===== src/rtl/core/dvv_pkg.sv =====
// ----------------------------------------------------------------------------
// Dotted version validator package
// Shared item types, character constants and status codes for the
// dotted numeric release validator.
// ----------------------------------------------------------------------------
package dvv_pkg;

  // Default limit on the string length; lengths at or above it are too long.
  localparam int unsigned MaxLenDefault = 64;

  // Characters that the form check looks for.
  localparam logic [7:0] ChZero = 8'h30;  // '0'
  localparam logic [7:0] ChOne  = 8'h31;  // '1'
  localparam logic [7:0] ChNine = 8'h39;  // '9'
  localparam logic [7:0] ChDot  = 8'h2e;  // '.'
  localparam logic [7:0] ChDash = 8'h2d;  // '-'
  localparam logic [7:0] ChR    = 8'h72;  // 'r'
  localparam logic [7:0] ChE    = 8'h65;  // 'e'
  localparam logic [7:0] ChV    = 8'h76;  // 'v'

  // Largest value the base length field can carry.
  localparam logic [5:0] BaseLenMax = 6'd63;

  // Result status codes.
  typedef enum logic [1:0] {
    ST_OK       = 2'd0,
    ST_EMPTY    = 2'd1,
    ST_TOO_LONG = 2'd2,
    ST_INVALID  = 2'd3
  } status_e;

  // Phases of the form checker.
  typedef enum logic [3:0] {
    PH_SEG_START  = 4'd0,
    PH_SEG_ZERO   = 4'd1,
    PH_SEG_DIGITS = 4'd2,
    PH_DASH       = 4'd3,
    PH_R          = 4'd4,
    PH_E          = 4'd5,
    PH_REV_START  = 4'd6,
    PH_REV_DIGITS = 4'd7,
    PH_BAD        = 4'd8
  } phase_e;

  // One input request.
  typedef struct packed {
    logic [7:0] character;
    logic       end_of_text;
  } in_item_t;

  // One result.
  typedef struct packed {
    logic [1:0] status;
    logic [5:0] base_length;
    logic       has_revision;
  } out_item_t;

  // Summary of the string seen so far, passed from the scanner to the top.
  typedef struct packed {
    logic       empty;
    logic       too_long;
    logic       form_ok;
    logic       has_rev;
    logic [5:0] base_len;
  } scan_sum_t;

endpackage


===== src/rtl/core/dvv_scan.sv =====
// ----------------------------------------------------------------------------
// Dotted version scanner
// Holds the form-check phase and the saturating length counters, and
// summarizes the string seen so far.
// ----------------------------------------------------------------------------
module dvv_scan import dvv_pkg::*; #(
  parameter int unsigned MAX_LEN = MaxLenDefault
) (
  input  logic       clk_i,
  input  logic       rst_ni,
  input  logic       step_i,
  input  logic       done_i,
  input  logic [7:0] character_i,
  output scan_sum_t  sum_o
);

  localparam int unsigned CW = $clog2(MAX_LEN + 1);
  localparam logic [CW-1:0] MaxCnt = CW'(MAX_LEN);

  phase_e        phase_q, phase_d;
  logic [CW-1:0] char_count_q, char_count_d;
  logic [CW-1:0] base_count_q, base_count_d;
  logic          is_digit;
  logic          in_base;
  logic [CW+5:0] base_wide;

  // Transition of the form checker for one character.
  function automatic phase_e next_phase(phase_e ph, logic [7:0] c, logic dig);
    phase_e nx;
    nx = PH_BAD;
    case (ph)
      PH_SEG_START: begin
        if (c == ChZero) nx = PH_SEG_ZERO;
        else if (dig)    nx = PH_SEG_DIGITS;
      end
      PH_SEG_ZERO: begin
        if (c == ChDot)       nx = PH_SEG_START;
        else if (c == ChDash) nx = PH_DASH;
      end
      PH_SEG_DIGITS: begin
        if (dig)              nx = PH_SEG_DIGITS;
        else if (c == ChDot)  nx = PH_SEG_START;
        else if (c == ChDash) nx = PH_DASH;
      end
      PH_DASH:       if (c == ChR) nx = PH_R;
      PH_R:          if (c == ChE) nx = PH_E;
      PH_E:          if (c == ChV) nx = PH_REV_START;
      PH_REV_START:  if (c >= ChOne && c <= ChNine) nx = PH_REV_DIGITS;
      PH_REV_DIGITS: if (dig) nx = PH_REV_DIGITS;
      default:       nx = PH_BAD;
    endcase
    return nx;
  endfunction

  assign is_digit = (character_i >= ChZero) && (character_i <= ChNine);
  assign in_base  = (phase_q == PH_SEG_START) || (phase_q == PH_SEG_ZERO) ||
                    (phase_q == PH_SEG_DIGITS);

  // Next state: advance on a character, return to reset on the end request.
  always_comb begin
    phase_d      = phase_q;
    char_count_d = char_count_q;
    base_count_d = base_count_q;
    if (done_i) begin
      phase_d      = PH_SEG_START;
      char_count_d = '0;
      base_count_d = '0;
    end else if (step_i) begin
      phase_d = next_phase(phase_q, character_i, is_digit);
      if (char_count_q != MaxCnt) char_count_d = char_count_q + 1'b1;
      if (in_base && phase_d != PH_DASH && phase_d != PH_BAD &&
          base_count_q != MaxCnt) begin
        base_count_d = base_count_q + 1'b1;
      end
    end
  end

  // State registers.
  always_ff @(posedge clk_i or negedge rst_ni) begin
    if (!rst_ni) begin
      phase_q      <= PH_SEG_START;
      char_count_q <= '0;
      base_count_q <= '0;
    end else begin
      phase_q      <= phase_d;
      char_count_q <= char_count_d;
      base_count_q <= base_count_d;
    end
  end

  // Summary of the current string; the base length clips at the field limit.
  assign base_wide = (CW+6)'(base_count_q);

  always_comb begin
    sum_o.empty    = (char_count_q == '0);
    sum_o.too_long = (char_count_q == MaxCnt);
    sum_o.form_ok  = (phase_q == PH_SEG_ZERO) || (phase_q == PH_SEG_DIGITS) ||
                     (phase_q == PH_REV_DIGITS);
    sum_o.has_rev  = (phase_q == PH_REV_DIGITS);
    if (base_wide > (CW+6)'(BaseLenMax)) sum_o.base_len = BaseLenMax;
    else                                 sum_o.base_len = base_wide[5:0];
  end

endmodule


===== src/rtl/core/dotted_version_validator.sv =====
// ----------------------------------------------------------------------------
// Dotted version validator
// Checks a release string of dot-separated decimal segments with an optional
// "-rev" revision suffix, one character per request, and reports a status,
// the base length and a revision flag on the end request.
// ----------------------------------------------------------------------------
//
//   Channel  Direction  Handshake             Payload
//   in       input      in_valid_i/in_stall_o in_item_i  (in_item_t)
//   out      output     out_valid_o/out_stall_i out_item_o (out_item_t)
//
// One request is taken every cycle unless the input stalls; a result appears in
// the cycle after its end request is taken, from the output register.
// The rate is set by the single phase/counter update per character.
// Reset returns the checker to the start of a segment with zero counts.
// The input stalls only while a result waits in the output register and
// the output side stalls.
module dotted_version_validator import dvv_pkg::*; #(
  parameter int unsigned MAX_LEN = MaxLenDefault
) (
  input  logic      clk_i,
  input  logic      rst_ni,
  input  logic      in_valid_i,
  output logic      in_stall_o,
  input  in_item_t  in_item_i,
  output logic      out_valid_o,
  input  logic      out_stall_i,
  output out_item_t out_item_o
);

  logic      in_acc;
  logic      end_acc;
  scan_sum_t sum;
  out_item_t res;
  logic      out_valid_q, out_valid_d;
  out_item_t out_item_q;

  // Input handshake.
  assign in_stall_o = out_valid_q && out_stall_i;
  assign in_acc     = in_valid_i && !in_stall_o;
  assign end_acc    = in_acc && in_item_i.end_of_text;

  dvv_scan #(
    .MAX_LEN(MAX_LEN)
  ) u_scan (
    .clk_i      (clk_i),
    .rst_ni     (rst_ni),
    .step_i     (in_acc && !in_item_i.end_of_text),
    .done_i     (end_acc),
    .character_i(in_item_i.character),
    .sum_o      (sum)
  );

  // Status encoding with priority empty, too long, invalid.
  always_comb begin
    res.base_length  = '0;
    res.has_revision = 1'b0;
    if (sum.empty) begin
      res.status = ST_EMPTY;
    end else if (sum.too_long) begin
      res.status = ST_TOO_LONG;
    end else if (sum.form_ok) begin
      res.status       = ST_OK;
      res.base_length  = sum.base_len;
      res.has_revision = sum.has_rev;
    end else begin
      res.status = ST_INVALID;
    end
  end

  // Output register valid.
  always_comb begin
    out_valid_d = out_valid_q;
    if (end_acc)           out_valid_d = 1'b1;
    else if (!out_stall_i) out_valid_d = 1'b0;
  end

  always_ff @(posedge clk_i or negedge rst_ni) begin
    if (!rst_ni) begin
      out_valid_q <= 1'b0;
    end else begin
      out_valid_q <= out_valid_d;
    end
  end

  // Output payload, loaded only by an end request.
  always_ff @(posedge clk_i) begin
    if (end_acc) begin
      out_item_q <= res;
    end
  end

  assign out_valid_o = out_valid_q;
  assign out_item_o  = out_item_q;

`ifndef SYNTH
  // An end request always produces a result in the next cycle.
  a_end_gives_result: assert property (@(posedge clk_i) disable iff (!rst_ni)
    end_acc |=> out_valid_q)
    else $error("end request did not produce a result");

  // The input is only held back by a waiting result.
  a_stall_needs_result: assert property (@(posedge clk_i) disable iff (!rst_ni)
    in_stall_o |-> out_valid_q)
    else $error("input stalled without a pending result");

  // Results that are not ok carry no length and no revision flag.
  a_not_ok_clean: assert property (@(posedge clk_i) disable iff (!rst_ni)
    (out_valid_q && out_item_q.status != ST_OK) |->
      (out_item_q.base_length == '0 && !out_item_q.has_revision))
    else $error("non-ok result carries length or revision");

  // A character request never creates a result by itself.
  a_char_no_result: assert property (@(posedge clk_i) disable iff (!rst_ni)
    (in_acc && !in_item_i.end_of_text && !out_valid_q) |=> !out_valid_q)
    else $error("character request produced a result");
`endif

endmodule


===== config.mk =====
export PLATFORM = sky130hd
export DESIGN_NAME = dotted_version_validator
export DESIGN_NICKNAME = d
export VERILOG_FILES = /design/src/rtl/core/dvv_pkg.sv /design/src/rtl/core/dvv_scan.sv /design/src/rtl/core/dotted_version_validator.sv
export SDC_FILE = /design/constraint.sdc
export NUM_CORES = 1
export LEC_CHECK = 0
export ABC_AREA = 1
export BUFFER_PORTS_ARGS = -buffer_cell sky130_fd_sc_hd__clkbuf_2
export CAP_MARGIN = 20
export CORE_ASPECT_RATIO = 0.9
export CORE_MARGIN = 3
export CORE_UTILIZATION = 40
export CTS_CLUSTER_DIAMETER = 80
export DETAILED_ROUTE_END_ITERATION = 10
export GPL_ROUTABILITY_DRIVEN = 0
export SLEW_MARGIN = 20
export SYNTH_ARGS = -nofsm -noshare
export SYNTH_HDL_FRONTEND = slang
export SYNTH_HIERARCHICAL = 1
export SYNTH_SLANG_ARGS = --single-unit

===== constraint.sdc =====
create_clock -name clk_i -period 2.5 [get_ports clk_i]
set_input_delay 0.125 -clock clk_i [delete_from_list [all_inputs] [get_ports clk_i]]
set_output_delay 0.125 -clock clk_i [all_outputs]
set_load 0.02 [all_outputs]

### Word level (Yosys, flattened, before mapping)

Index checks and enable logic that the tools add are counted.

| cells by class | value |
|---|---|
| add/subtract/negate cells | 2 |
| $lt $le $gt $ge | 4 |
| equality and inequality tests | 19 |
| mux-type cells | 26 |
| bitwise gates (word level) | 1 |
| reductions and logical operators | 23 |

Operator list:

| kind | count |
|---|---|
| $mux W4 | 14 |
| $mux W7 | 6 |
| $pmux W4 S8 | 1 |
| $eq A8 B6 Y1 const B | 3 |
| $eq A8 B7 Y1 const B | 3 |
| $eq A4 B3 Y1 const B | 4 |
| $ge A8 B6 Y1 const B | 2 |
| $add A7 B1 Y7 const B | 2 |
| $ne A7 B7 Y1 const B | 2 |
| $logic_and A1 B1 Y1 | 9 |
| $eq A4 B2 Y1 const B | 2 |
| $le A8 B6 Y1 const B | 1 |
| $eq A7 B7 Y1 const B | 1 |
| $gt A7 B6 Y1 const B | 1 |
| $logic_not A7 Y1 | 1 |
| $mux W6 | 1 |
| $reduce_bool A2 Y1 | 3 |
| $eq A4 B1 Y1 const B | 1 |
| $logic_not A4 Y1 | 1 |
| $logic_or A1 B1 Y1 | 4 |
| $mux W2 | 2 |
| $ne A4 B2 Y1 const B | 1 |
| $ne A4 B4 Y1 const B | 1 |
| $reduce_and A2 Y1 | 2 |
| other kinds (5) | 7 |

| storage, ports and cells | value |
|---|---|
| bits in registers | 28 |
| bits of input ports | 13 |
| output and inout port bits | 11 |
| logic and storage cells | 82 |

### Longest topological paths before layout

| depth | value |
|---|---|
| word-level depth | 14 |
| depth in mapped cells | 12 |
| mapped depth without buffers | 12 |

### Modules after synthesis

Netlist, hierarchy kept.

Modules (own cells, without submodules):

| module | instances | cells each | area each (um^2) | seq. area each (um^2) |
|---|---|---|---|---|
| dvv_scan | 1 | 230 | 1551.5 | 450.4 |
| dotted_version_validator | 1 | 37 | 414.1 | 295.3 |

### Worst setup path before layout

OpenSTA, ideal clock, no wires.

| path | value |
|---|---|
| kind | register to register |
| start | register out_valid_q, in the netlist out_valid_o |
| end | register u_scan.char_count_q[4] |
| library setup time | 0.124 ns |
| arrival time | 2.095 ns |
| data required time | 2.376 ns |
| setup slack | 0.281 ns |
| cell stages (with the launch flop) | 11 |
| path buffers | 0 |
| clock period less this slack | 2.219 ns |
| path through | dfrtp_1 nand2_1 nand2_1 nor2_1 inv_1 a21oi_2 inv_2 nor3_1 nand2_1 o21ai_1 a21oi_1 |

| between the ends | value |
|---|---|
| longest elaborated chain between the ends | 6 |
| elaborated cells on any way between the ends | 9 |
| those cells by class | mux (1); reduce/logical (8) |

Ends and longest elaborated chain:

| item | line | source |
|---|---|---|
| from (decl) | dotted_version_validator.sv:35 | `logic out_valid_q, out_valid_d;` |
| from (signal assigned) | dotted_version_validator.sv:82 | `out_valid_q <= out_valid_d;` |
| $logic_and A1 B1 Y1 * | dotted_version_validator.sv:39 | `assign in_stall_o = out_valid_q && out_stall_i;` |
| $logic_not A1 Y1 * | dotted_version_validator.sv:40 | `assign in_acc = in_valid_i && !in_stall_o;` |
| $logic_and A1 B1 Y1 * | dotted_version_validator.sv:40 |  |
| $logic_and A1 B1 Y1 * | dotted_version_validator.sv:41 | `assign end_acc = in_acc && in_item_i.end_of_text;` |
| named net end_acc | dotted_version_validator.sv:32 | `logic end_acc;` |
| $reduce_bool A2 Y1 (no line) | n/a |  |
| $reduce_and A2 Y1 (no line) | n/a |  |
| to (signal assigned) | dvv_scan.sv:86 | `char_count_q <= char_count_d;` |
| to (decl) | dvv_scan.sv:21 | `logic [CW-1:0] char_count_q, char_count_d;` |

Mark *: on every way through the listed nets, which the timed path passes. The rest lies on a longest branch.
A chain may end at the register's enable or synchronous reset.

### Worst setup path in the final report

| path | value |
|---|---|
| start | register u_scan.char_count_q[0] |
| end | register u_scan.char_count_q[4] |

| between the ends | value |
|---|---|
| longest elaborated chain between the ends | 4 |
| elaborated cells on any way between the ends | 7 |
| those cells by class | add/sub (1); eq/ne (1); mux (3); reduce/logical (2) |

Ends and longest elaborated chain:

| item | line | source |
|---|---|---|
| $add A7 B1 Y7 | dvv_scan.sv:70 | `if (char_count_q != MaxCnt) char_count_d = char_count_q + 1'b1;` |
| $mux W7 | dvv_scan.sv:70 |  |
| $mux W7 | dvv_scan.sv:68 | `end else if (step_i) begin` |
| $mux W7 | dvv_scan.sv:64 | `if (done_i) begin` |

Several ways; a longest one is shown, not always the timed one. The select of a mux whose other input is x is not followed.

==> impl_results.md <==
- Max VDD drop: 398 µV
- Largest family of logic cells by synthesized area: simple AND/OR/NAND/NOR gates
- Die H: 72.5 µm
- Initial antenna violation count: 0
- Fin crit share: 71.9%
- Status: completed
- Cells after synthesis: 267
- CTS tree: built
- Mapped cell area: 1970 µm²
- Detailed-route DRC error count: 0
- Worst path slowest cell: dfrtp_1
- Crit path required time: 2.66 ns
- Least-Margin Pin Slew: 0.497 ns
- Tot Pwr: 1.14 mW
- # IOs: 24
- Avg Cell Area, Syn: 7.36 µm²
- Proportion of synthesized area in mux cells: 0%
- RSZ-0062 raised after global routing: false
- Grt ovf: 0
- WL final: 3990 µm
- Worst-Skew Late Latency: 0.27 ns
- Slew headroom: 66.6%
- Seq/Total Area, Yosys: 37.9%
- Row cnt: 23
- Async set-reset flop share out of synthesis: 67.9%
- Vias in the first global route: 1534
- Clock Sinks: 28
- Final hold vios: 0
- Most common flop cell mapped by yosys: dfrtp_1
- Share of cells above drive strength 1: 20.3%
- Initial Util: 42.7%
- Ant diodes: 0
- Largest net degree at the start of global routing: 22
- XOR/XNOR share of the synthesized area: 2.67%
- Worst reg2reg startpoint: u_scan/char_count_q[0]
- Final WS setup: 0.702 ns
- Worst Setup End Kind: register
- HP Class: input port to register
- Max cap viols: 0
- LEAKAGE: 1.13 nW
- Dpl ws: 0.728 ns
- Global-route wire length before repair: 6690 µm
- Post-Synth Adder-Cell Area: 2.55%
- Core area: 4600 µm²
- Most common cell in the netlist: nand2_1
- Synth area leader: dfrtp_1
- Syn_nets: 284
- Worst R2R End: u_scan/char_count_q[4]
- Setup_tns: 0 ns
- R2R Setup Slk: 0.70 ns
- Worst Path Arrival: 1.95 ns
- Final Setup Violations: 0
- # H-tree levels: 1
- R2R cell count: 10
- Area of the die: 5790 µm²
- Clock slew at reported path FFs: 0.09 ns
- Register Area: 746 µm²
- Bufs on Longest Clock Path: 2
- Crit-path cells: inv_1 > ha_1 > nand3_1 > nor3_2 > a21oi_2 > inv_2 > nor3_1 > nand2_1 > o21ai_1 > a21oi_1
- Synth Warn #: 6
- Worst path top cell family by delay: simple AND/OR/NAND/NOR gates
- Clock period minus worst slack: 1.80 ns
- Min-Delay Endpoint: out_valid_o
- Area contributors post-synth: dfrtp_1 (24%), edfxtp_1 (14%), nand2_1 (11%)
- Final Max Tran Viols: 0
- Crit Path Max Fanout: 7
- DRT antenna net count: 0
- Vias per cell: 4.72
- Nets@finish: 313
- Tot GR Track Use: 14.5%
- HPWL after detailed placement: 3270 µm
- Root buf cell: clkbuf_8
- DRT Pass-1 Iters: 4
- FMAX: 0.556 GHz
- Vias: 1684
- #FFs+latches synth: 28
- Worst Hold Depth: 3
- Synth cell types: 30
- Crit path kind: register to register
- Area grow syn2layout: 13.5%
- Pwr dens: 509 nW/µm²
- Drt wl/cell: 11.2 µm
- Crit start category: register
- Area of the multi-input gates: 1020 µm²
- Port-buffer cells: 23
- Synth Area in Compound Gates: 7.32%
- CTS resizes: 0
- CTS buffer count: 3
- Synth top cells by count: nand2_1 (57), inv_1 (45), nor2_1 (35)
- EDFF count, synth: 9
- Fin Clk Skew: 0.00602 ns
- Simple-Gate Fraction of Synth Area: 39.2%
- Synth top area share: 24.2%
- Buf/Inv on CP: 2
- CP max stage delay: 0.35 ns
- Die width: 79.9 µm
- Hold Startpoint: in_valid_i
- Layout fillers: 479
- Initial DRC Count: 115
## worst reg2reg max path, stage by stage (launching register included)
cell,delay [ns]
dfrtp_1,0.35
inv_1,0.08
ha_1,0.19
nand3_1,0.13
nor3_2,0.07
a21oi_2,0.29
inv_2,0.09
nor3_1,0.20
nand2_1,0.10
o21ai_1,0.13
a21oi_1,0.05
## layout by cell type (no fill, tap or decap), types with 4 or more instances in the layout
cell	n
nand2_1	57
inv_1	45
nor2_1	35
clkbuf_2	23
nand3_1	21
dfrtp_1	19
nand4_1	10
o21ai_0	9
edfxtp_1	9
nor3_1	6
a21oi_1	5
inv_2	5
nand2_4	5
nor2_2	5
nand2_2	5
xor2_1	5
clkbuf_8	4
ha_1	4
## worst max path at each step
stage | cells past startpoint | start | to
5_1_grt | 10 | out_valid_o | u_scan/char_count_q[4]
3_3_place_gp | 9 | u_scan/base_count_q[0] | u_scan/base_count_q[1]
2_1_floorplan | 10 | out_valid_o | u_scan/char_count_q[4]
6_report | 10 | u_scan/char_count_q[0] | u_scan/char_count_q[4]
4_1_cts | 9 | u_scan/base_count_q[0] | u_scan/base_count_q[1]
3_5_place_dp | 9 | u_scan/base_count_q[0] | u_scan/base_count_q[1]
## state kept, by name, indices dropped and copies added (netlist names)
register	count
out_item_o	9
u_scan/base_count_q	7
u_scan/char_count_q	7
u_scan/phase_q	4
out_valid_o	1
## logic make-up after synthesis
logic type	after synthesis
simple gates	153
xor+xnor	6
flops	28
buf+inv	53
fa+ha+maj	4
compound gates	23
## power breakdown
part / switching, mW / internal, mW / leakage (nW)
clock: 0.126 / 0.141 / 0.0288
sequential: 0.0274 / 0.520 / 0.341
combinational: 0.221 / 0.101 / 0.759
## layout make-up
class / count / share of cell area [%]
clock buffers: 4 / 2.47
inverters: 50 / 8.41
multi-input cells: 186 / 45.6
flip-flops and latches: 28 / 33.4
well taps: 62 / 3.48
repair buffers: 27 / 6.62
## routing by layer
metal / part of all wire, % / vias up / global-route usage, %
met5: 0 / - / 0
li1: - / 911 / -
met3: 4.5 / 2 / 2.98
met1: 52 / 739 / 22.2
met4: 0.38 / 0 / 1.69
met2: 43 / 32 / 21.9
## metrics by stage
stage	instances	hold slack, ns	area [µm²]	util (%)
detailed placement	352	0.109	2170	47.0
global route	357	0.108	2230	48.5
floorplan	267	-0.171	1970	-
finish	357	0.0931	2230	48.5
CTS	357	0.0840	2230	48.5
global placement	352	0.112	2170	47.0
## what timing repair did
action	4_1_cts	5_1_grt
hold buffers	1	0
endpoints found under the setup margin	0	0
endpoints found under the hold margin	19	0
setup buffers	0	0
Note: power is estimated with default switching activity, not from simulation.
